--- src/sv/vrt_pkg.sv ---
`timescale 1ns / 1ps
`default_nettype none
// ----------------------------------------------------------------------------
// vrt_pkg
// Shared types and constants of the velocity rescaling thermostat.
// ----------------------------------------------------------------------------
package vrt_pkg;

   localparam int VEL_W         = 24;
   localparam int MAX_PARTICLES = 65536;
   localparam int SQ_W          = 2 * VEL_W + 2;
   localparam int DIV_N_W       = 80;
   localparam int DIV_D_W       = 32;

   localparam logic [31:0] ONE_Q8_24 = 32'h0100_0000;

   localparam logic [1:0] REG_TARGET  = 2'd0;
   localparam logic [1:0] REG_MAXSTEP = 2'd1;
   localparam logic [1:0] REG_GRADUAL = 2'd2;
   localparam logic [1:0] REG_DIMS    = 2'd3;

   localparam logic [1:0] ST_OK   = 2'd0;
   localparam logic [1:0] ST_ZERO = 2'd1;
   localparam logic [1:0] ST_SAT  = 2'd2;

   typedef struct packed {
      logic                    action;
      logic [15:0]             mass;
      logic signed [VEL_W-1:0] vel_x;
      logic signed [VEL_W-1:0] vel_y;
      logic signed [VEL_W-1:0] vel_z;
      logic                    last_particle;
   } req_type;

   typedef struct packed {
      logic signed [VEL_W-1:0] scaled_x;
      logic signed [VEL_W-1:0] scaled_y;
      logic signed [VEL_W-1:0] scaled_z;
      logic [31:0]             current_temp;
      logic [31:0]             new_temp;
      logic [1:0]              status;
   } rsp_type;

   typedef struct packed {
      logic start;
      logic done;
   } unit_ctl_type;

   typedef enum logic [3:0] {
      S_IDLE, S_MAG, S_PROD, S_TERM, S_ACC,
      S_DIV_E, S_WAIT_E, S_WAIT_S, S_WAIT_R, S_FIN, S_OUT
   } state_type;

endpackage
`default_nettype wire

--- src/sv/vrt_lane.sv ---
`timescale 1ns / 1ps
`default_nettype none
// ----------------------------------------------------------------------------
// vrt_lane
// One velocity component: magnitude, then square or scale product, saturated.
// ----------------------------------------------------------------------------
module vrt_lane (
   input  wire logic                          clock,
   input  wire logic                          scale_mode,
   input  wire logic [vrt_pkg::VEL_W-1:0]     vel,
   input  wire logic [31:0]                   scale,
   output logic      [vrt_pkg::VEL_W+31:0]    prod,
   output logic      [vrt_pkg::VEL_W-1:0]     scaled,
   output logic                               sat
);
   localparam int W = vrt_pkg::VEL_W;

   logic [W-1:0]  mag_ff, mag_in;
   logic          neg_ff, neg_in;
   logic          negp_ff;
   logic [W+31:0] prod_ff, prod_in;
   logic [31:0]   operand;
   logic [W+7:0]  p, lim;

   always_comb begin
      neg_in  = vel[W-1];
      mag_in  = neg_in ? (W'(0) - vel) : vel;
      operand = scale_mode ? scale : {{(32-W){1'b0}}, mag_ff};
      prod_in = {32'd0, mag_ff} * {{W{1'b0}}, operand};
   end

   always_ff @(posedge clock) begin
      mag_ff  <= mag_in;
      neg_ff  <= neg_in;
      negp_ff <= neg_ff;
      prod_ff <= prod_in;
   end

   // The product is truncated toward zero and clamped to the signed range.
   always_comb begin
      p   = prod_ff[W+31:24];
      lim = negp_ff ? (W+8)'(1) << (W-1) : ((W+8)'(1) << (W-1)) - (W+8)'(1);
      sat = 1'b0;
      if (p > lim) begin
         p   = lim;
         sat = 1'b1;
      end
      scaled = negp_ff ? (W'(0) - p[W-1:0]) : p[W-1:0];
      prod   = prod_ff;
   end

endmodule
`default_nettype wire

--- config.mk ---
export PLATFORM = sky130hd
export DESIGN_NAME = vrt_lane
export DESIGN_NICKNAME = d
export VERILOG_FILES = /design/src/sv/vrt_pkg.sv /design/src/sv/vrt_lane.sv
export SDC_FILE = /design/constraint.sdc
export NUM_CORES = 2
export LEC_CHECK = 0
export BUFFER_PORTS_ARGS = -buffer_cell sky130_fd_sc_hd__buf_2
export CAP_MARGIN = 20
export CORE_MARGIN = 1.5
export CORE_UTILIZATION = 54
export CTS_CLUSTER_SIZE = 40
export DETAILED_ROUTE_END_ITERATION = 10
export PLACE_DENSITY = 0.81
export SLEW_MARGIN = 20
export SYNTH_ARGS = -nofsm -noshare
export SYNTH_HDL_FRONTEND = slang
export SYNTH_SLANG_ARGS = --single-unit
export TNS_END_PERCENT = 10
--- constraint.sdc ---
create_clock -name clock -period 19.89 [get_ports clock]
set_input_delay 0.9945 -clock clock [delete_from_list [all_inputs] [get_ports clock]]
set_output_delay 0.9945 -clock clock [all_outputs]
set_load 0.05 [all_outputs]
After elaboration in Yosys (flattened, before gate mapping) --
Cells that the tools add are included.
Word-level totals: input bits 58, flip-flop bits (word level) 82, logic and storage cells 15, output and inout port bits 81
Operators by class: $add $sub $neg 2, multiply operators 1, magnitude comparators 1, mux-type cells 6
Operators by type and width (count):
- 2-to-1 mux 24 bit | 3
- multiplier 24 x 32 -> 56 bit | 1
- subtractor 1 x 24 -> 24 bit (first input constant) | 2
- > comparator 32 x 24 -> 1 bit | 1
- 2-to-1 mux 32 bit | 1
- 2-to-1 mux 23 bit | 1
- 2-to-1 mux 1 bit | 1

Depth between registers and ports, before layout --
word-level depth 5, mapped depth 31, mapped depth without buffers 26

Worst setup path before layout --
OpenSTA, ideal clock, no wires.
path type input -> register, start point input scale_mode, end point register prod_ff[54], in the netlist prod[54], buffers on the path 4, stages on the path 26, slack 11.724 ns, library setup time 0.095 ns, arrival time 8.070 ns, cells stage by stage clkbuf_1 > clkbuf_1 > mux2_2 > clkbuf_1 > and2_1 > fa_1 > fa_1 > inv_1 > fa_1 > fa_1 > inv_1 > fa_1 > fa_1 > inv_1 > fa_1 > inv_1 > ha_1 > clkbuf_1 > nand4_1 > or4_1 > o2111ai_1 > nand2_1 > o211ai_1 > a21oi_1 > o21a_1 > o311ai_1
On the way: longest elaborated chain between the ends 2
Ends and longest elaborated chain:
- start: declaration | RTL line vrt_lane.sv:9 | input wire logic scale_mode,
- 2-to-1 mux 32 bit | RTL line vrt_lane.sv:28 | operand = scale_mode ? scale : {{(32-W){1'b0}}, mag_ff};
- multiplier 24 x 32 -> 56 bit | RTL line vrt_lane.sv:29 | prod_in = {32'd0, mag_ff} * {{W{1'b0}}, operand};
- net prod_in[54] | RTL line vrt_lane.sv:21 | logic [W+31:0] prod_ff, prod_in;
- end signal: assignment | RTL line vrt_lane.sv:36 | prod_ff <= prod_in;
- end: declaration | RTL line vrt_lane.sv:21
The timed path passes the listed nets, and every way through them passes these cells. A chain may end at the register's enable or synchronous reset.

Final worst setup path --
start point input scale_mode, end point register prod_ff[33], in the netlist prod[33]
Same word-level chain as after synthesis.

==> impl_results.md <==
* Setup_tns at 0 ns
* Final RePlAce weighted congestion at 0.897
* Async S/R FF share, synth at 0
* PortBufs at 138
* Clk buf depth at 2
* Yosys warning count at 0
* Worst reg-to-reg setup slack at 11.22 ns
* Die Y at 233 µm
* Tcrit/Tclk final at 0.515
* Layout cell share with drive strength beyond 1 at 0.0689
* Cell Count, Final, Fillers Out at 3929
* Syn avg cell area at 8.85 µm²
* Main area contributors after synthesis: fa_1, inv_1, ha_1
* Pin count of the biggest net entering global routing at 92
* DP Worst Slack at 10.10 ns
* Drt drc at 0
* Vias at 22600
* DR WL/cell at 19.9 µm
* Post-DP HPWL at 58300 µm
* Synthesized cell area at 28700 µm²
* Post-synth EDFFs at 0
* Mapped Cells at 3241
* Initial antenna violation count at 3
* Number of synthesized register bits at 82
* Final min period at 10.25 ns
* Net Count, Synth at 4165
* Pins Over Slew Limit at 0
* Critical Path End Type: flop
* Setup violators final at 0
* Worst Path Max Fanout at 91
* Hold WC Path Type: reg -> reg
* Initial Util at 0.546
* RSZ-0062 raised after global routing: no
* Core Area at 52600 µm²
* Postcts setup bufs at 0
* Max-cap viol count at 0
* H-tree levels at 3
* Relative slew slack at 0.189
* Count leader, synth: inv_1
* First-pass iteration count of the detailed router at 6
* Post-CTS Resized at 0
* GRT Residual Overflow at 0
* Commonest cells in the netlist: inv_1, fa_1, nand2_1
* Sink Count at 82
* First-pass GRT wire length at 125000 µm
* GR Util All Layers at 0.299
* Synth Flop Type: dfxtp_1
* Clock root cell: clkbuf_16
* Achievable Freq at 97.6 MHz
* Die ar. at 54500 µm²
* Distinct cells, synth at 64
* Status: finished clean
* TritonCTS Buffers at 9
* Top cell type's share of synthesized area at 0.459
* Worst-Margin Slew at 1.21 ns
* Crit path kind: in -> reg
* Worst r2r path cells at 22
* Row count at 84
* Yosys top cell by area: fa_1
* Worst hold stages at 0
* Startpoint class of the critical path: input pin
* Placed insts at 3911
* Req. time, crit path at 20.19 ns
* Num ports at 139
* WP data arrival at 10.55 ns
* Clk_lat worst skew at 0.39 ns
* Post-route ant nets at 0
* P&R area growth vs syn at 4.97%
* Post-DR vias/cell at 5.75
* Iteration-0 DRC Markers at 1952
* Final Skew at 0.0147 ns
* Final Hold Fails at 0
* Routed wire length at 78000 µm
* Vias in the first global route at 23800
* CTS Hold Bufs at 0
* TritonCTS clock tree: done
* Final nets at 4158
* Chip Width at 233 µm
* Final setup margin at 9.64 ns
* Seq/Total Area, Yosys at 0.0573
* Reg clk slew, reported paths at 0.07 ns
==> stage by stage <==
stage	cell area [µm²]	utilization	hold slack (ns)
2_1_floorplan	28700	-	0.310
3_3_place_gp	29700	0.566	0.419
3_5_place_dp	29700	0.566	0.423
4_1_cts	30100	0.572	0.447
5_1_grt	30100	0.573	0.433
6_report	30100	0.573	0.448
==> routing by layer <==
| layer | wire, µm | GRT usage | up-vias |
|---|---|---|---|
| li1 | - | - | 9717 |
| met1 | 28100 | 0.370 | 11300 |
| met2 | 37600 | 0.490 | 1262 |
| met3 | 7650 | 0.0555 | 290 |
| met4 | 4630 | 0.170 | 0 |
| met5 | 0 | 0 | - |
==> path summary, 6_finish.rpt <==
check                   from  endpoint
setup / recovery  scale_mode  prod[33]
hold / removal        neg_ff   negp_ff
setup reg to reg  mag_ff[18]  prod[33]
hold reg to reg       neg_ff   negp_ff
==> area by class of cell <==
| type | count | area, µm² |
|---|---|---|
| Antenna cell | 3 | 7.51 |
| Sequential cell | 82 | 1640 |
| Clock buffer | 9 | 225 |
| Clock inverter | 6 | 115 |
| Tap cell | 688 | 861 |
| Fill cell | 4560 | 22500 |
| Inverter | 723 | 2710 |
| Timing Repair Buffer | 166 | 901 |
| Multi-Input combinational cell | 2252 | 23600 |
==> critical path: stages <==
cell,delay (ns)
buf_2,0.29
buf_4,0.77
clkinv_1,1.25
o21ai_0,0.58
fa_1,0.52
fa_1,0.58
inv_1,0.07
fa_1,0.48
fa_1,0.57
fa_1,0.42
fa_1,0.49
inv_1,0.05
fa_1,0.47
inv_1,0.04
ha_1,0.41
a21oi_1,0.18
and4_1,0.19
a21oi_1,0.34
o21ai_0,0.30
o41ai_1,0.81
a21oi_1,0.21
o21ai_0,0.26
xor2_1,0.18
==> registers in the layout, indices dropped and copies added, names as in the netlist <==
register  cells
mag_ff       24
neg_ff        1
negp_ff       1
prod         56
==> cells by family after synthesis <==
| logic type | Yosys count | synth area share |
|---|---|---|
| AO/OA/AOI/OAI | 293 | 0.0657 |
| XOR/XNOR | 71 | 0.0217 |
| adder cells (fa/ha/maj) | 866 | 0.550 |
| buffers and inverters | 907 | 0.119 |
| flip-flops | 82 | 0.0573 |
| multiplexers | 31 | 0.0119 |
| AND/OR/NAND/NOR | 991 | 0.174 |
==> cells in the final DEF, fill, tap and decap left out, drive strengths merged, types with 31 or more instances in the layout <==
cell type	Yosys	layout
buf	3	166
inv	723	723
nor2	48	48
o21ai	63	63
ha	208	208
a21oi	83	83
xnor2	51	51
and3	89	89
dfxtp	82	82
a21o	33	33
nand2	424	424
nor3	31	31
fa	658	658
and2	312	312
Power is not shown: default switching activity piles up to over one toggle a cycle in this logic, so the estimate is an artifact.
