### src/sv/vrt_pkg.sv
`timescale 1ns / 1ps
`default_nettype none
// ----------------------------------------------------------------------------
// vrt_pkg
// Shared types and constants of the velocity rescaling thermostat.
// ----------------------------------------------------------------------------
package vrt_pkg;

   localparam int VEL_W         = 24;
   localparam int MAX_PARTICLES = 65536;
   localparam int SQ_W          = 2 * VEL_W + 2;
   localparam int DIV_N_W       = 80;
   localparam int DIV_D_W       = 32;

   localparam logic [31:0] ONE_Q8_24 = 32'h0100_0000;

   localparam logic [1:0] REG_TARGET  = 2'd0;
   localparam logic [1:0] REG_MAXSTEP = 2'd1;
   localparam logic [1:0] REG_GRADUAL = 2'd2;
   localparam logic [1:0] REG_DIMS    = 2'd3;

   localparam logic [1:0] ST_OK   = 2'd0;
   localparam logic [1:0] ST_ZERO = 2'd1;
   localparam logic [1:0] ST_SAT  = 2'd2;

   typedef struct packed {
      logic                    action;
      logic [15:0]             mass;
      logic signed [VEL_W-1:0] vel_x;
      logic signed [VEL_W-1:0] vel_y;
      logic signed [VEL_W-1:0] vel_z;
      logic                    last_particle;
   } req_type;

   typedef struct packed {
      logic signed [VEL_W-1:0] scaled_x;
      logic signed [VEL_W-1:0] scaled_y;
      logic signed [VEL_W-1:0] scaled_z;
      logic [31:0]             current_temp;
      logic [31:0]             new_temp;
      logic [1:0]              status;
   } rsp_type;

   typedef struct packed {
      logic start;
      logic done;
   } unit_ctl_type;

   typedef enum logic [3:0] {
      S_IDLE, S_MAG, S_PROD, S_TERM, S_ACC,
      S_DIV_E, S_WAIT_E, S_WAIT_S, S_WAIT_R, S_FIN, S_OUT
   } state_type;

endpackage
`default_nettype wire

### src/sv/vrt_divider.sv
`timescale 1ns / 1ps
`default_nettype none
// ----------------------------------------------------------------------------
// vrt_divider
// Restoring divider, one quotient bit per cycle.
// ----------------------------------------------------------------------------
module vrt_divider (
   input  wire logic                          clock,
   input  wire logic                          reset,
   input  wire logic                          start,
   input  wire logic [vrt_pkg::DIV_N_W-1:0]   dividend,
   input  wire logic [vrt_pkg::DIV_D_W-1:0]   divisor,
   output logic                               done,
   output logic      [vrt_pkg::DIV_N_W-1:0]   quotient
);
   localparam int NW = vrt_pkg::DIV_N_W;
   localparam int DW = vrt_pkg::DIV_D_W;
   localparam int CW = $clog2(NW);

   logic [NW-1:0] quo_ff, quo_in;
   logic [DW:0]   rem_ff, rem_in, rem_sh;
   logic [DW-1:0] den_ff;
   logic [CW-1:0] cnt_ff, cnt_in;
   logic          busy_ff, busy_in, done_ff, done_in;

   always_comb begin
      rem_sh  = {rem_ff[DW-1:0], quo_ff[NW-1]};
      quo_in  = quo_ff;
      rem_in  = rem_ff;
      cnt_in  = cnt_ff;
      busy_in = busy_ff;
      done_in = 1'b0;
      if (start) begin
         quo_in  = dividend;
         rem_in  = '0;
         cnt_in  = '0;
         busy_in = 1'b1;
      end else if (busy_ff) begin
         if (rem_sh >= {1'b0, den_ff}) begin
            rem_in = rem_sh - {1'b0, den_ff};
            quo_in = {quo_ff[NW-2:0], 1'b1};
         end else begin
            rem_in = rem_sh;
            quo_in = {quo_ff[NW-2:0], 1'b0};
         end
         cnt_in = cnt_ff + CW'(1);
         if (cnt_ff == CW'(NW - 1)) begin
            busy_in = 1'b0;
            done_in = 1'b1;
         end
      end
   end

   always_ff @(posedge clock) begin
      if (reset) begin
         busy_ff <= 1'b0;
         done_ff <= 1'b0;
      end else begin
         busy_ff <= busy_in;
         done_ff <= done_in;
      end
      quo_ff <= quo_in;
      rem_ff <= rem_in;
      cnt_ff <= cnt_in;
      if (start) begin
         den_ff <= divisor;
      end
   end

   assign done     = done_ff;
   assign quotient = quo_ff;

endmodule
`default_nettype wire

### config.mk
export PLATFORM = sky130hd
export DESIGN_NAME = vrt_divider
export DESIGN_NICKNAME = d
export VERILOG_FILES = /design/src/sv/vrt_pkg.sv /design/src/sv/vrt_divider.sv
export SDC_FILE = /design/constraint.sdc
export NUM_CORES = 1
export LEC_CHECK = 0
export BUFFER_PORTS_ARGS = -buffer_cell sky130_fd_sc_hd__buf_2
export CORE_ASPECT_RATIO = 1.25
export CORE_MARGIN = 2
export CORE_UTILIZATION = 47
export DETAILED_ROUTE_END_ITERATION = 8
export GPL_TIMING_DRIVEN = 0
export HOLD_SLACK_MARGIN = 0.06
export PLACE_DENSITY_LB_ADDON = 0.08
export SYNTH_ARGS = -nofsm -noshare
export SYNTH_HDL_FRONTEND = slang
export SYNTH_SLANG_ARGS = --single-unit
export TNS_END_PERCENT = 1
### constraint.sdc
create_clock -name clock -period 3.4 [get_ports clock]
set_input_delay 0.68 -clock clock [delete_from_list [all_inputs] [get_ports clock]]
set_output_delay 0.68 -clock clock [all_outputs]
set_load 0.03 [all_outputs]
==> Word-level counts from Yosys, hierarchy flattened <==
Cells that the tools add are included.
{ "op_classes": {"n_addsub": 2, "n_lt_le_gt_ge": 1, "n_eq_ne": 1, "mux": 8, "bitwise": 1, "n_reduce_logical": 2} }
{ "op_table": {"columns": ["cell", "n"], "rows": [
  ["2-to-1 mux 80 bit", 2],
  ["greater-or-equal comparator 33 x 32 -> 1 bit", 1],
  ["2-to-1 mux 32 bit", 1],
  ["subtractor 32 bit", 1],
  ["adder 7 x 1 -> 7 bit (second input constant)", 1],
  ["equality test 7 bit (second input constant)", 1],
  ["2-to-1 mux 1 bit", 5],
  ["OR reduction 3 bit", 1],
  ["nonzero test 2 bit", 1],
  ["inverter 1 bit", 1]
]} }
{ "word_totals": {"register_bits": 153, "output_inout_bits": 81, "elab_cells": 21} }

==> Logic depth before layout (Yosys ltp) <==
{ "logic_depth": {"ltp_word": 4, "ltp_mapped": 13, "ltp_nobuf": 11} }

==> Worst setup path before layout <==
OpenSTA, ideal clock, no wires.
{ "synth_path": {"path_type": "input port to flip-flop", "startpoint": "input port start", "endpoint": "register quo_ff[0] (netlist: quotient[0]), enable pin", "setup_ps": 404, "t_arrival_ps": 2532, "t_required_ps": 2996, "slack_ps": 464, "path_stages": 4, "n_path_buf": 3, "cell_sequence": "clkbuf_1 > clkbuf_1 > clkbuf_1 > or2_2"} }
{ "synth_via": {"elab_chain_cells": 1} }
{ "synth_lines": {"columns": ["item", "line", "source"], "rows": [
  ["from (decl)", "vrt_divider.sv:10", "input wire logic start,"],
  ["nonzero test 2 bit (no line)", null, null],
  ["to (signal assigned)", "vrt_divider.sv:62", "quo_ff <= quo_in;"],
  ["to (decl)", "vrt_divider.sv:20", "logic [NW-1:0] quo_ff, quo_in;"]
]} }
No other way between the ends.
A chain may end at the register's enable or synchronous reset.

==> Worst setup path after layout <==
{ "layout_path": {"startpoint": "register quo_ff[79] (netlist: quotient[79])", "endpoint": "register rem_ff[28]"} }
{ "layout_via": {"elab_chain_cells": 2, "word_cells_on_any_way": 3} }
{ "layout_lines": {"columns": ["item", "line", "source"], "rows": [
  ["subtractor 32 bit or greater-or-equal comparator 33 x 32 -> 1 bit (tied branches)", "vrt_divider.sv:40, vrt_divider.sv:39", null],
  ["2-to-1 mux 32 bit (*)", "vrt_divider.sv:39", "if (rem_sh >= {1'b0, den_ff}) begin"],
  ["to (signal assigned)", "vrt_divider.sv:63", "rem_ff <= rem_in;"],
  ["to (decl)", "vrt_divider.sv:21", "logic [DW:0] rem_ff, rem_in, rem_sh;"]
]} }
Every way passes the cells marked *; elsewhere a longest branch is shown, timed or not.

==> flow_summary.yaml <==
die:
  die_h_um: 150.2
  die_w_um: 121.0
  coreArea_um2: 16780
  fp-row-count: 53
  dieArea_um2: 18180
  ios: 196
  start_util: 0.4792
critical_path:
  cp.required_ps: 3660
  worst-path-max-fanout: 7
  critPathKind: "reg -> reg"
  reg2reg_slack_ps: 320
  cp-start-kind: "flip-flop"
  arrival_ps: 3340
  end_kind: "flip-flop"
timing:
  period_needed_ps: 3078
  fin_hold_ws_ps: 426.2
  final.period_utilization: 0.9053
  skew_ps: 11.32
  setup_tns_ps: 0
  finalMaxSlewViolations: 0
  hold_viol: 0
  max_freq_mhz: 324.9
  rsz0062_at_grt: "no"
  setup_violations: 0
  tightest_slew_ps: 674.4
  slew_headroom: 0.5496
power_and_ir_drop:
  irDropWorstVdd_v: 0.0003598
  power-per-cell-area_nw_per_um2: 553.3
  p_int_w: 0.003813
  p_comb_frac: 0.227
  power_switching_w: 0.001684
  leakage_nw: 4.161
  p_seq_frac: 0.418
  swShare: 0.3063
  fin_total_pwr_w: 0.005497
  power_frac_clock: 0.355
synth:
  yosysUniqueCellTypes: 56
  synth.most_common_cell: "edfxtp_1"
  synthArstFlopShare: 0
  synthTopCellsByArea: "edfxtp_1 (42%), mux2_2 (11%), dfxtp_1 (10%), ha_1 (5.1%), mux2i_1 (3.2%)"
  synth_common_cells: "edfxtp_1 (112), mux2_2 (80), nor2_1 (60)"
  synth_edf_count: 112
  synth_top_area_frac: 0.4183
  yosys_warnings: 0
  ys_ff_latch: 153
  synth_top_area_cell: "edfxtp_1"
  syn_area_um2: 8040
  synthFlopType: "edfxtp_1"
  syn_inst: 694
  synth_area_per_cell_um2: 11.59
  seq_area_frac_synth: 0.5204
  syn_nets: 843
placement:
  hpwl_um: 14320
  portBuffers: 195
  gp_congestion: 0.8988
global_routing:
  antenna_found_initial: 0
  grt_overflow: 0
  grt_pass1_vias: 6379
  grt_util_all_layers: 0.2159
  grt_first_pass_wirelength_um: 30990
  grt_max_degree: 67
clock_tree:
  cts_setup_buffers: 0
  clkSinkCount: 153
  cts_buffer_depth: 2
  postCtsHoldBufs: 0
  clk-insertion-delay-late_ps: 430
  numCtsBuffers: 17
  root_buffer: "clkbuf_16"
  htree_num_levels: 4
  cts_tree: "yes"
  clkTransAtPathRegs_ps: 70
worst_hold_path:
  hold_path.class: "in -> reg"
route:
  vias: 6165
  final_antenna_net_count: 0
  remaining_drc_errors: 0
  drt-total-wl_um: 19330
  wl_per_cell_um: 16.93
  drt-initial-drc-count: 361
  viasPerCell: 5.398
  firstDrtPassIters: 5
final_layout:
  area_growth_pct: 23.58
  fin_util: 0.5922
  fillers: 1455
  fin_nets: 1058
  drive_gt1_frac: 0.3568
  n_antenna_cell: 0
outcome:
  status: "finished, final reports clean"
flow_run:
  drv_cap: 0
cell type report:
type	count	area, um^2	area share
Sequential cell	153	4184	0.4211
Multi-Input combinational cell	461	3522	0.3545
Timing Repair Buffer	196	1006	0.1012
Clock buffer	17	425.4	0.04282
Tap cell	220	275.3	0.02770
Clock inverter	15	185.2	0.01864
Buffer	37	176.4	0.01776
Inverter	43	161.4	0.01624
power groups by stage:
stage / logic (W) / registers [W] / clock network (W)
floorplan: 0.000698 / 0.00253 / 0
global placement: 0.00122 / 0.00233 / 0
detailed placement: 0.00125 / 0.00233 / 0
CTS: 0.00125 / 0.00230 / 0.00199
global route: 0.00137 / 0.00232 / 0.00207
finish: 0.00125 / 0.00230 / 0.00195
layout by cell type (no fill, tap or decap), types with 3 or more instances in the layout:
master and count:
inv_6 4, inv_1 43, edfxtp_1 112, nand4_1 10
and3_1 3, dfxtp_1 41, buf_6 4, clkbuf_1 27
a21oi_1 37, or4_1 3, buf_2 198, a311oi_1 6
ha_1 33, clkbuf_16 17, o31ai_1 5, clkinv_4 5
nand3_1 7, a211oi_1 28, xnor2_1 15, mux2_2 80
mux2i_1 26, a31oi_1 7, xor2_1 13, o2111ai_1 3
a211oi_2 3, nand2b_1 6, nor3b_1 3, nor2_1 60
or3_1 5, o211ai_1 4, o21ai_0 19, o21a_1 4
nor2b_1 4, nor3_1 8, a21o_1 11, nand2_1 32
timing repair:
action | 4_1_cts | 5_1_grt
setup endpoints to repair | 66 | 17
endpoints found under the hold margin | 0 | 0
resized for setup | 1 | 2
layer usage:
metal	vias up	GRT usage	wire [um]
li1	3007	-	-
met2	189	0.3770	9934
met5	-	0	0
met4	0	0.06686	231
met3	15	0.07803	1393
met1	2954	0.2460	7773
path summary, 6_finish.rpt:
kind,from,to,cells after the start
max,quotient[79]$_DFFE_PP_,rem_ff[28]$_SDFFE_PP0P_,11
min,divisor[6],den_ff[6]$_DFFE_PP_,1
max reg2reg,quotient[79]$_DFFE_PP_,rem_ff[28]$_SDFFE_PP0P_,11
min reg2reg,rem_ff[22]$_SDFFE_PP0P_,rem_ff[22]$_SDFFE_PP0P_,2
sequential cells by signal (all words and copies together) (netlist names):
register  cells
quotient     80
den_ff       32
rem_ff       32
cnt_ff        7
busy_ff       1
done          1
stage by stage:
| stage | setup slack (ps) | cells | cell area (um^2) |
|---|---|---|---|
| 2_1_floorplan | 464.4 | 694 | 8040 |
| 6_report | 321.8 | 1142 | 9936 |
| 5_1_grt | 103.1 | 1142 | 9936 |
| 4_1_cts | 123.2 | 1142 | 9935 |
| 3_5_place_dp | -589.1 | 1110 | 9321 |
| 3_3_place_gp | -1334 | 1109 | 9291 |
kinds of logic (layout without fill, tap and decap cells):
| group | after synthesis | count (layout) | synth area share |
|---|---|---|---|
| adders and majority gates | 34 | 34 | 0.05384 |
| muxes | 106 | 106 | 0.1444 |
| and+or+nand+nor | 150 | 150 | 0.08870 |
| xor gates and xnor gates | 28 | 28 | 0.03050 |
| buffers and inverters | 80 | 308 | 0.04186 |
| AOI/OAI and AO/OA | 143 | 143 | 0.1203 |
| DFF | 153 | 153 | 0.5204 |
critical path, cell delays in order, from the launching register on:
cell and delay, ps:
edfxtp_1 440, inv_1 90, ha_1 170, fa_1 210, nor2b_1 70, o21ai_1 180, a21oi_1 100, nor3_2 510
a211oi_2 220, or4b_2 680, o2111ai_1 130, a311oi_1 120
(Power assumes the default switching activity.)
