[src/sv/vrt_sqrt.sv]
`timescale 1ns / 1ps
`default_nettype none
// ----------------------------------------------------------------------------
// vrt_sqrt
// Integer square root of a 64-bit word, one root bit per cycle.
// ----------------------------------------------------------------------------
module vrt_sqrt (
   input  wire logic        clock,
   input  wire logic        reset,
   input  wire logic        start,
   input  wire logic [63:0] radicand,
   output logic             done,
   output logic      [31:0] root
);
   logic [63:0] rad_ff, rad_in;
   logic [33:0] rem_ff, rem_in, rem_sh, trial;
   logic [31:0] root_ff, root_in;
   logic [4:0]  cnt_ff, cnt_in;
   logic        busy_ff, busy_in, done_ff, done_in;

   always_comb begin
      rem_sh  = {rem_ff[31:0], rad_ff[63:62]};
      trial   = {root_ff, 2'b01};
      rad_in  = rad_ff;
      rem_in  = rem_ff;
      root_in = root_ff;
      cnt_in  = cnt_ff;
      busy_in = busy_ff;
      done_in = 1'b0;
      if (start) begin
         rad_in  = radicand;
         rem_in  = '0;
         root_in = '0;
         cnt_in  = '0;
         busy_in = 1'b1;
      end else if (busy_ff) begin
         rad_in = {rad_ff[61:0], 2'b00};
         if (rem_sh >= trial) begin
            rem_in  = rem_sh - trial;
            root_in = {root_ff[30:0], 1'b1};
         end else begin
            rem_in  = rem_sh;
            root_in = {root_ff[30:0], 1'b0};
         end
         cnt_in = cnt_ff + 5'd1;
         if (cnt_ff == 5'd31) begin
            busy_in = 1'b0;
            done_in = 1'b1;
         end
      end
   end

   always_ff @(posedge clock) begin
      if (reset) begin
         busy_ff <= 1'b0;
         done_ff <= 1'b0;
      end else begin
         busy_ff <= busy_in;
         done_ff <= done_in;
      end
      rad_ff  <= rad_in;
      rem_ff  <= rem_in;
      root_ff <= root_in;
      cnt_ff  <= cnt_in;
   end

   assign done = done_ff;
   assign root = root_ff;

endmodule
`default_nettype wire

[config.mk]
export PLATFORM = sky130hd
export DESIGN_NAME = vrt_sqrt
export DESIGN_NICKNAME = d
export VERILOG_FILES = /design/src/sv/vrt_sqrt.sv
export SDC_FILE = /design/constraint.sdc
export NUM_CORES = 1
export LEC_CHECK = 0
export ABC_AREA = 1
export BUFFER_PORTS_ARGS = -buffer_cell sky130_fd_sc_hd__buf_2
export CAP_MARGIN = 10
export CELL_PAD_IN_SITES_DETAIL_PLACEMENT = 1
export CELL_PAD_IN_SITES_GLOBAL_PLACEMENT = 2
export CORE_ASPECT_RATIO = 1.25
export CORE_UTILIZATION = 36
export CTS_BUF_LIST = sky130_fd_sc_hd__clkbuf_4 sky130_fd_sc_hd__clkbuf_8
export CTS_CLUSTER_SIZE = 25
export DETAILED_ROUTE_END_ITERATION = 10
export PLACE_DENSITY_LB_ADDON = 0.15
export SYNTH_ARGS = -nofsm -noshare
export SYNTH_HDL_FRONTEND = slang
export SYNTH_SLANG_ARGS = --single-unit
[constraint.sdc]
create_clock -name clock -period 9.9 [get_ports clock]
set_clock_uncertainty 0.05 [all_clocks]
set_input_delay 0.99 -clock clock [delete_from_list [all_inputs] [get_ports clock]]
set_output_delay 0.99 -clock clock [all_outputs]
set_load 0.01 [all_outputs]
# Word-level counts from Yosys, hierarchy flattened
# Index checks and enable logic that the tools add are counted.
# classes
n_addsub,2
magnitude_cmp,1
n_eq_ne,1
mux,8
n_bitwise,1
reduce_logical,2
# op_table
cell,count
2-to-1 mux 64 bit,2
>= comparator 34 bit,1
2-to-1 mux 32 bit,1
subtractor 32 bit,1
"adder 5 x 1 -> 5 bit, second input constant",1
"== test 5 bit, second input constant",1
2-to-1 mux 1 bit,5
OR reduction 3 bit,1
nonzero test 2 bit,1
inverter 1 bit,1
# totals
reg_bits,135
input_bits,67
output_inout_bits,33
wordCells,21

# Depth between registers and ports, before layout
# Gate-level depths: netlist of the first run.
# depth
depth_word,4
depth_mapped,17
ltp_nobuf,16

# Worst setup path after synthesis of the first run
# OpenSTA, ideal clock, no wires.
# synth_timing
path_type,in2reg
startpoint,input port start
endpoint,"register rad_ff[0], enable pin"
setup_ps,453
arrival_ps,3357
t_required_ps,9397
path_slack_ps,6040
path_stages,4
path_buffers,2
path_cell_list,clkbuf_1 nor2_1 inv_1 buf_1
# synth_via
elab_chain_len,1
# synth_lines
item,line,text
from (decl),10,"input wire logic start,"
nonzero test 2 bit (no source line),--,
to (signal assigned),61,rad_ff <= rad_in;
to (decl),15,"logic [63:0] rad_ff, rad_in;"
# Every way passes these cells.
# A chain may end at the register's enable or synchronous reset.

# Worst setup path after layout of the first run
# layout_timing
startpoint,register root_ff[19] (netlist: root[19])
endpoint,register rem_ff[31]
# layout_via
elab_chain_len,2
elab_cells_between_ends,3
cone_classes,add/sub: 1; order compare: 1; mux: 1
# layout_lines
item,line,text
from (decl),17,"logic [31:0] root_ff, root_in;"
from (signal assigned),63,root_ff <= root_in;
subtractor 32 bit / >= comparator 34 bit (equally long branches),"39, 38",
2-to-1 mux 32 bit *,38,if (rem_sh >= trial) begin
to (signal assigned),62,rem_ff <= rem_in;
to (decl),16,"logic [33:0] rem_ff, rem_in, rem_sh, trial;"
# Mark *: on every way between the ends. The rest lies on a longest branch, timed or not.

==> results of run 1 <==
stage by stage:
stage                util  instance area (sq um)  total power [W]
floorplan               -                   7980          0.00203
global placement    0.402                   8700          0.00245
detailed placement  0.402                   8700          0.00246
CTS                 0.421                   9090          0.00296
global route        0.421                   9090          0.00321
finish              0.421                   9090          0.00291
flip-flops by register name, summed over array words and instances, names as in the netlist:
register,count
rad_ff,64
rem_ff,32
root,32
cnt_ff,5
busy_ff,1
done,1
per-layer routing:
metal | part of all wire | up-vias | routed length (um) | global-route usage
met3 | 0.033 | 12 | 751 | 0.0410
met5 | 0 | - | 0 | 0
met2 | 0.52 | 94 | 11700 | 0.385
met4 | 0.0078 | 0 | 177 | 0.0567
li1 | - | 3737 | - | -
met1 | 0.44 | 3295 | 9930 | 0.253
critical path, delay by kind of cell (launching register included):
kind,cells,cell delay [ns]
fa+ha+maj,1,0.35
flops,1,0.34
simple gates,13,2.13
buf+inv,2,0.12
worst paths after layout:
path / end / slack (ns)
setup / recovery: rem_ff[31] / 6.77
hold / removal: rem_ff[31] / 0.42
setup reg to reg: rem_ff[31] / 6.77
hold reg to reg: rem_ff[31] / 0.42
placed cells by master (no fill, tap or decap), drive strengths merged, types with 2 or more instances in the layout:
cell / n
nand2: 547
inv: 171
buf: 104
dfxtp: 71
edfxtp: 64
nand3: 55
nor2: 51
ha: 36
nand3b: 33
o22ai: 31
a21oi: 19
clkbuf: 17
xnor2: 8
o21ai: 7
nor3: 7
xor2: 6
clkinv: 5
nand4: 3
and2: 3
a22o: 2
area by class of cell:
cell class | count | area (sq um)
Clock buffer | 17 | 234
Clock inverter | 15 | 156
Fill cell | 2816 | 12500
Inverter | 163 | 613
Multi-Input combinational cell | 812 | 3860
Sequential cell | 135 | 3340
Tap cell | 279 | 349
Timing Repair Buffer | 104 | 533
power breakdown:
part	switching [W]	internal, W	leakage, nW	total (W)
clock	0.000271	0.000209	0.199	0.000480
sequential	0.0000401	0.000659	1.23	0.000699
combinational	0.00118	0.000545	3.39	0.00173
cells by family (layout without fill, tap and decap cells):
family,after synthesis,in the layout,synth area share
AOI/OAI and AO/OA,62,62,0.0454
xor gates and xnor gates,14,14,0.0154
adders and majority gates,36,36,0.0564
buffers and inverters,199,299,0.0979
DFF,135,135,0.419
and+or+nand+nor,700,700,0.366
==> impl_metrics.py, run 1 <==
metrics = {
    "detailed_routing": {
        "viasPerCell": 4.68,
        "drc_errors": 0,
        "routed_wirelength_um": 22600,
        "wl_per_cell_um": 14.8,
        "drt_iter0_drc": 232,
        "vias": 7138,
        "ant_nets": 0,
        "firstDrtPassIters": 4,
    },
    "hold_path": {
        "hold_depth": 2,
        "min_path_type": "flop to flop",
        "worstHoldStart": "rem_ff[31]",
    },
    "die": {
        "num_io_pins": 100,
        "core_sq_um": 21600,
        "initial_utilization": 0.369,
        "dieHeight_um": 169,
        "die-area_sq_um": 22800,
        "rows": 60,
        "die_w_um": 135,
    },
    "critical_path": {
        "startpoint_type": "flop",
        "worstPathCellList": "inv_1 -> ha_1 -> nand2_1 -> inv_1 -> nand2_1 -> nand2_1 -> nand2_1 -> nand2_1 -> nand2_1 -> nand3_2 -> nor2_4 -> nand2_4 -> nand2_1 -> nand2_1 -> nand2_1 -> nand2_1",
        "cp.arrival_ns": 3.43,
        "required_ns": 10.21,
        "crit-reg2reg-launch": "root[19]",
        "rr_worst_depth": 16,
        "crit_type": "flop to flop",
        "cp-startpoint": "root[19]",
        "path_common_cell": "nand2_1",
        "slowest_delay_ns": 0.73,
        "worstSetupEndpointType": "flop",
        "path_max_fanout": 33,
        "slowest_stage": "nor2_4",
    },
    "yosys": {
        "synth_warnings": 0,
        "yosys-top-cells-count": "541 x nand2_1, 163 x inv_1, 71 x dfxtp_1",
        "ys_seq_area_frac": 0.419,
        "syn_area_per_cell_sq_um": 6.97,
        "netlist.area_leader.share": 0.254,
        "synth_area_sq_um": 7980,
        "async_flop_share": 0,
        "synth_most_common_cell": "nand2_1",
        "ys_dominant_reg_cell": "dfxtp_1",
        "synth_cell_type_count": 33,
        "ys_seq_elements": 135,
        "synth_fp_nets": 1249,
        "synth_enable_flop_cells": 64,
        "yosysTopAreaCell": "nand2_1",
        "synthTopCellsByArea": "nand2_1 25%, edfxtp_1 24%, dfxtp_1 18%, inv_1 7.7%, ha_1 5.6%",
        "netlist_instances": 1146,
    },
    "timing": {
        "final-setup-viol-count": 0,
        "report.final.slew_viol_count": 0,
        "worstMarginPinSlew_ns": 1.03,
        "layout_setup_ws_ns": 6.77,
        "finalCriticalPeriod_ns": 3.13,
        "timing.fmax_mhz": 320,
        "whs_ns": 0.421,
        "slew_headroom": 0.310,
        "layout_worst_path_cycle_share": 0.316,
        "fin_tns_setup_ns": 0,
        "rsz0062_at_grt": "false",
        "final_hold_viol_count": 0,
    },
    "power": {
        "ir_worst_vdd_v": 0.000179,
        "p_leak_nw": 4.83,
        "p_per_area_nw_per_um2": 320,
    },
    "placed_design": {
        "pre_cts_ws_ns": 6.55,
        "dp_cells": 1493,
        "port_buffers": 99,
        "gp_congestion": 0.826,
        "hpwl_um": 16500,
    },
    "clock_tree": {
        "cts_root_buffer": "clkbuf_8",
        "cts_tree": "built",
        "cts_resized": 0,
        "cts_hold_buffers": 0,
        "post_cts_buffers": 0,
        "ctsHtreeMaxLevel": 4,
        "clock_latency_ns": 0.47,
        "cts.clk_slew.worst_paths_ns": 0.10,
        "cts.sinks": 135,
        "cts_buffer_depth": 2,
        "cts_made_buffers": 17,
    },
    "grt": {
        "grt_start_max_net_pins": 79,
        "antenna_found_initial": 0,
        "grt_pass1_wl_um": 37800,
        "grt_pass1_vias": 7556,
        "track_usage": 0.213,
        "overflow": 0,
    },
    "finish": {
        "drive_gt1_frac": 0.125,
        "layout.nets": 1336,
        "num_antenna_cells": 0,
        "final_cells": 1525,
        "area_growth_pct": 13.9,
    },
    "job": {
        "drv_cap": 0,
    },
    "status": {
        "outcome": "complete, no violations",
    },
}
Note: power is estimated with default switching activity, not from simulation.
==> run 2: changes to the inputs <==
--- a/config.mk
+++ b/config.mk
@@ -11,7 +11,7 @@
 export CELL_PAD_IN_SITES_DETAIL_PLACEMENT = 1
 export CELL_PAD_IN_SITES_GLOBAL_PLACEMENT = 2
 export CORE_ASPECT_RATIO = 1.25
-export CORE_UTILIZATION = 36
+export CORE_UTILIZATION = 34
 export CTS_BUF_LIST = sky130_fd_sc_hd__clkbuf_4 sky130_fd_sc_hd__clkbuf_8
 export CTS_CLUSTER_SIZE = 25
 export DETAILED_ROUTE_END_ITERATION = 10
==> constraint.sdc (replaced) <==
create_clock -name clock -period 2.9 [get_ports clock]
set_clock_uncertainty 0.05 [all_clocks]
set_input_delay 0.29 -clock clock [delete_from_list [all_inputs] [get_ports clock]]
set_output_delay 0.29 -clock clock [all_outputs]
set_load 0.01 [all_outputs]
==> run 2 against run 1 <==
Sequential power increased to 3.4 times the previous value. Cell count increased by 1.4%. Via count increased by 1.4%. Total power increased to 3.5 times the previous value. Highest routed layer unchanged. Fmax increased by 21%. Critical path depth decreased by 1. Global-route usage decreased by 0.42 points. Final area increased by 2.4%.
==> impl_metrics.py, run 2 (synthesis gave the netlist of run 1 again) <==
metrics = {
    "detailed_routing": {
        "ant_nets": 0,
        "wl_per_cell_um": 15.3,
        "viasPerCell": 4.68,
        "vias": 7237,
        "firstDrtPassIters": 6,
        "drt_iter0_drc": 235,
        "routed_wirelength_um": 23600,
        "drc_errors": 0,
    },
    "critical_path": {
        "r2r_end": "rem_ff[24]",
        "rr_worst_depth": 15,
        "startpoint_type": "flop",
        "crit_type": "flop to flop",
        "worstSetupEndpointType": "flop",
        "rrSetupSlack_ns": 0.31,
        "path_max_fanout": 21,
        "required_ns": 3.21,
        "cp.arrival_ns": 2.90,
        "crit-reg2reg-launch": "root[19]",
    },
    "timing": {
        "final-setup-viol-count": 0,
        "rsz0062_at_grt": "false",
        "slew_headroom": 0.549,
        "finalCriticalPeriod_ns": 2.59,
        "worstMarginPinSlew_ns": 0.676,
        "layout_worst_path_cycle_share": 0.892,
        "report.final.slew_viol_count": 0,
        "timing.fmax_mhz": 386,
        "final_hold_viol_count": 0,
        "fin_tns_setup_ns": 0,
    },
    "finish": {
        "layout_common_cells": "541 x nand2_1, 161 x inv_1, 99 x buf_2",
        "final_cells": 1546,
        "layout.nets": 1348,
        "final_util": 0.404,
        "largest_register": "rad_ff",
        "num_antenna_cells": 0,
        "final_common_cell": "nand2_1",
        "drive_gt1_frac": 0.130,
        "area_growth_pct": 16.6,
        "largest_reg_flops": 64,
    },
    "hold_path": {
        "hold_depth": 3,
        "holdPathEnd": "rad_ff[63]",
        "min_path_type": "input port to flop",
        "worstHoldStart": "radicand[63]",
    },
    "die": {
        "initial_utilization": 0.347,
        "rows": 62,
        "num_io_pins": 100,
        "dieHeight_um": 173,
        "core_sq_um": 23000,
        "die_w_um": 139,
        "die-area_sq_um": 24100,
    },
    "clock_tree": {
        "cts_tree": "built",
        "cts.sinks": 135,
        "ctsHtreeMaxLevel": 4,
        "post_cts_buffers": 0,
        "cts_buffer_depth": 2,
        "cts_hold_buffers": 4,
        "cts_resized": 0,
        "cts.clk_slew.worst_paths_ns": 0.08,
        "clock_latency_ns": 0.47,
        "cts_root_buffer": "clkbuf_8",
        "cts_made_buffers": 17,
    },
    "grt": {
        "grt_pass1_vias": 7690,
        "antenna_found_initial": 0,
        "grt_pass1_wl_um": 39500,
        "track_usage": 0.208,
        "grt_start_max_net_pins": 43,
        "overflow": 0,
    },
    "power": {
        "p_per_area_nw_per_um2": 1110,
        "p_leak_nw": 4.92,
        "ir_worst_vdd_v": 0.000585,
    },
    "placed_design": {
        "hpwl_um": 17700,
        "port_buffers": 99,
        "dp_cells": 1510,
        "gp_congestion": 0.825,
    },
    "status": {
        "outcome": "complete, no violations",
    },
    "job": {
        "drv_cap": 0,
    },
}
run 2: cell types whose count changed in the layout (fill, tap and decap cells not counted):
| cell | previous run | this run |
|---|---|---|
| buf_12 | 0 | 3 |
| buf_4 | 5 | 10 |
| bufinv_16 | 1 | 4 |
| clkbuf_4 | 0 | 2 |
| clkbuf_8 | 17 | 20 |
| clkinv_2 | 3 | 2 |
| clkinv_8 | 1 | 0 |
| clkinvlp_4 | 1 | 2 |
| dlygate4sd3_1 | 0 | 4 |
| inv_6 | 7 | 2 |
| inv_8 | 2 | 0 |
run 2: worst max-delay path by stage:
stage,from,cells past startpoint,slack [ns],endpoint
after floorplan,start,4,0.66,rad_ff[0]
after global placement,root[19],16,0.32,rem_ff[31]
after detailed placement,root[19],16,0.30,rem_ff[31]
after CTS,root[19],16,0.26,rem_ff[31]
after global routing,root[19],16,0.001,rem_ff[31]
final,root[19],15,0.31,rem_ff[24]
run 2: per-stage QoR:
stage | total power [W] | cell area (sq um) | setup WS [ns] | hold slack (ns)
6_report | 0.0103 | 9310 | 0.312 | 0.0445
5_1_grt | 0.0114 | 9310 | 0.00108 | 0.0146
4_1_cts | 0.0105 | 9310 | 0.264 | 0.000307
3_5_place_dp | 0.00856 | 8810 | 0.303 | 0.409
3_3_place_gp | 0.00848 | 8810 | 0.324 | 0.402
2_1_floorplan | 0.00691 | 7990 | 0.661 | 0.316
run 2: metal layers:
layer / vias to the layer above / routed length, um / GRT usage / part of all wire
met5: - / 0 / 0 / 0
met4: 0 / 455 / 0.0704 / 0.019
met3: 21 / 883 / 0.0456 / 0.037
met2: 108 / 11900 / 0.378 / 0.50
met1: 3340 / 10400 / 0.241 / 0.44
li1: 3768 / - / - / -
run 2: area by class of cell:
cell class | instances | area (sq um)
clock buffers | 22 | 290
clock inverters | 10 | 166
fillers | 2953 | 13700
inverters | 163 | 613
multi-input cells | 812 | 3860
flip-flops and latches | 135 | 3340
well taps | 288 | 360
repair buffers | 116 | 671
run 2: power by group:
part,switching (W),total [W],leakage (nW),internal [W]
clock network,0.000814,0.00185,0.227,0.00103
logic,0.00413,0.00606,3.46,0.00193
registers,0.000143,0.00239,1.23,0.00225
run 2: critical path, stage by stage (launching register included):
cell and delay (ns):
dfxtp_1 0.33, inv_1 0.07, ha_1 0.38, nand2_1 0.17, inv_1 0.06, nand2_1 0.06
nand2_1 0.07, nand2_1 0.07, nand2_1 0.06, nand2_1 0.07, nand3_2 0.08, nor2_4 0.31
buf_4 0.39, nand3b_1 0.13, nand3_1 0.11, nand2_1 0.05
==> run 3: changes to the inputs <==
--- a/config.mk
+++ b/config.mk
@@ -8,14 +8,15 @@
 export ABC_AREA = 1
 export BUFFER_PORTS_ARGS = -buffer_cell sky130_fd_sc_hd__buf_2
 export CAP_MARGIN = 10
-export CELL_PAD_IN_SITES_DETAIL_PLACEMENT = 1
-export CELL_PAD_IN_SITES_GLOBAL_PLACEMENT = 2
+export CELL_PAD_IN_SITES_DETAIL_PLACEMENT = 0
+export CELL_PAD_IN_SITES_GLOBAL_PLACEMENT = 1
 export CORE_ASPECT_RATIO = 1.25
-export CORE_UTILIZATION = 34
+export CORE_UTILIZATION = 43
 export CTS_BUF_LIST = sky130_fd_sc_hd__clkbuf_4 sky130_fd_sc_hd__clkbuf_8
 export CTS_CLUSTER_SIZE = 25
 export DETAILED_ROUTE_END_ITERATION = 10
 export PLACE_DENSITY_LB_ADDON = 0.15
+export SLEW_MARGIN = 10
 export SYNTH_ARGS = -nofsm -noshare
 export SYNTH_HDL_FRONTEND = slang
 export SYNTH_SLANG_ARGS = --single-unit
==> constraint.sdc (replaced) <==
create_clock -name clock -period 2.9 [get_ports clock]
set_clock_uncertainty 0.05 [all_clocks]
set_input_delay 0.29 -clock clock [delete_from_list [all_inputs] [get_ports clock]]
set_output_delay 0.29 -clock clock [all_outputs]
set_load 0.05 [all_outputs]
==> run 3 against run 2 <==
Final area shrank 2.4%. Sequential power hardly changed. Utilization up 9.6 points. Sequential cell count is the same. Clock-buffer cell count fell by 4. Worst hold slack got worse by 0.0093 ns. First-iteration DRC count up 16%. Total power fell by 4.4%. Setup slack better by 0.16 ns. Die area shrank 21%. Fmax increased by 6.5%. Global-route usage grew 2.1 points. Highest routed layer unchanged.
==> impl_metrics.py, run 3 (synthesis gave the netlist of run 1 again) <==
metrics = {
    "die": {
        "core_sq_um": 18200,
        "die_w_um": 124,
        "die-area_sq_um": 19100,
        "initial_utilization": 0.439,
        "rows": 55,
        "dieHeight_um": 154,
        "num_io_pins": 100,
    },
    "detailed_routing": {
        "routed_wirelength_um": 20400,
        "vias": 6978,
        "viasPerCell": 4.71,
        "firstDrtPassIters": 5,
        "drc_errors": 0,
        "wl_per_cell_um": 13.8,
        "drt_iter0_drc": 273,
        "ant_nets": 0,
    },
    "grt": {
        "track_usage": 0.229,
        "grt_use_met1": 0.279,
        "grt_start_max_net_pins": 66,
        "antenna_found_initial": 0,
        "use_met3": 0.0494,
        "busiest_layer": "met2",
        "overflow": 0,
        "grt_pass1_vias": 6835,
        "grt_pass1_wl_um": 33900,
        "use_met2": 0.394,
    },
    "finish": {
        "layout.nets": 1343,
        "drive_gt1_frac": 0.129,
        "layout_common_cells": "541 x nand2_1, 161 x inv_1, 99 x buf_2",
        "largest_reg_flops": 64,
        "final_cells": 1481,
        "final_common_cell": "nand2_1",
        "num_antenna_cells": 0,
        "n_fill_cell": 1968,
        "largest_register": "rad_ff",
        "area_growth_pct": 13.8,
    },
    "hold_path": {
        "worstHoldStart": "radicand[0]",
        "min_path_type": "input port to flop",
        "hold_depth": 3,
        "holdPathEnd": "rad_ff[0]",
    },
    "clock_tree": {
        "cts_buffer_depth": 2,
        "cts_root_buffer": "clkbuf_8",
        "clock_latency_ns": 0.46,
        "cts.sinks": 135,
        "cts_resized": 0,
        "cts_tree": "built",
        "post_cts_buffers": 0,
        "cts_made_buffers": 17,
        "cts.clk_slew.worst_paths_ns": 0.09,
        "cts_hold_buffers": 1,
        "ctsHtreeMaxLevel": 4,
    },
    "power": {
        "ir_worst_vdd_v": 0.000684,
        "p_per_area_nw_per_um2": 1080,
        "p_leak_nw": 4.86,
        "total_power_w": 0.00985,
    },
    "placed_design": {
        "pre_cts_ws_ns": 0.515,
        "dp_cells": 1448,
        "port_buffers": 99,
        "gp_congestion": 0.943,
        "hpwl_um": 15100,
    },
    "critical_path": {
        "crit-reg2reg-launch": "root[0]",
        "path_common_cell": "nand2_1",
        "rrSetupSlack_ns": 0.47,
        "cp-startpoint": "root[0]",
        "slowest_stage": "o21ai_0",
        "slowest_delay_ns": 0.46,
        "required_ns": 3.25,
        "worstPathCellList": "inv_1 -> ha_1 -> nand2_1 -> o21ai_0 -> nand2_1 -> nand2_1 -> nand3_1 -> nand2_1 -> nand2_1 -> nand2_1 -> nand2_1 -> nand2_1 -> nand2_1 -> nand2_1",
        "rr_worst_depth": 14,
        "r2r_end": "rem_ff[16]",
        "path_max_fanout": 5,
        "cp.arrival_ns": 2.78,
        "crit_type": "flop to flop",
        "worstSetupEndpointType": "flop",
        "startpoint_type": "flop",
    },
    "timing": {
        "final_hold_viol_count": 0,
        "slew_headroom": 0.553,
        "fin_tns_setup_ns": 0,
        "timing.fmax_mhz": 411,
        "rsz0062_at_grt": "false",
        "worstMarginPinSlew_ns": 0.670,
        "layout_worst_path_cycle_share": 0.838,
        "finalCriticalPeriod_ns": 2.43,
        "layout_setup_ws_ns": 0.470,
        "report.final.slew_viol_count": 0,
        "final-setup-viol-count": 0,
    },
    "job": {
        "drv_cap": 0,
    },
    "status": {
        "outcome": "complete, no violations",
    },
}
run 3: cell type report:
type	count	area (sq um)	share of cell area
inverters	163	613	0.0675
well taps	228	285	0.0314
clock buffers	18	241	0.0266
clock inverters	14	140	0.0154
flip-flops and latches	135	3340	0.368
multi-input cells	812	3860	0.425
repair buffers	111	601	0.0661
run 3: worst max path at each step:
| stage | slack (ns) | to |
|---|---|---|
| after floorplan | 0.58 | rem_ff[1] |
| after global placement | 0.50 | rem_ff[24] |
| after detailed placement | 0.52 | rem_ff[24] |
| after CTS | 0.47 | rem_ff[16] |
| after global routing | 0.23 | rem_ff[22] |
| final | 0.47 | rem_ff[16] |
run 3: through the flow:
step | cell area [sq um] | hold WS [ns] | utilization
after CTS | 9090 | 0.00422 | 0.500
after global placement | 8700 | 0.396 | 0.479
after global routing | 9090 | 0.0132 | 0.500
final | 9090 | 0.0352 | 0.500
after floorplan | 7990 | 0.316 | -
after detailed placement | 8700 | 0.401 | 0.479
run 3: report_power, final:
group | switching, W | internal, W
logic | 0.00400 | 0.00190
registers | 0.000133 | 0.00225
clock network | 0.000853 | 0.000710
total | 0.00499 | 0.00486
run 3: worst max-delay path, delay by kind of cell (launching register included):
kind | cells | cell delay, ns
DFF | 1 | 0.37
adders and majority gates | 1 | 0.38
buffers and inverters | 1 | 0.10
AOI/OAI and AO/OA | 1 | 0.46
and+or+nand+nor | 11 | 0.98
run 3: routing by layer:
layer | wire, um | part of all wire | vias to the layer above
li1 | - | - | 3768
met1 | 9100 | 0.45 | 3071
met2 | 10100 | 0.50 | 119
met3 | 785 | 0.039 | 20
met4 | 348 | 0.017 | 0
met5 | 0 | 0 | -
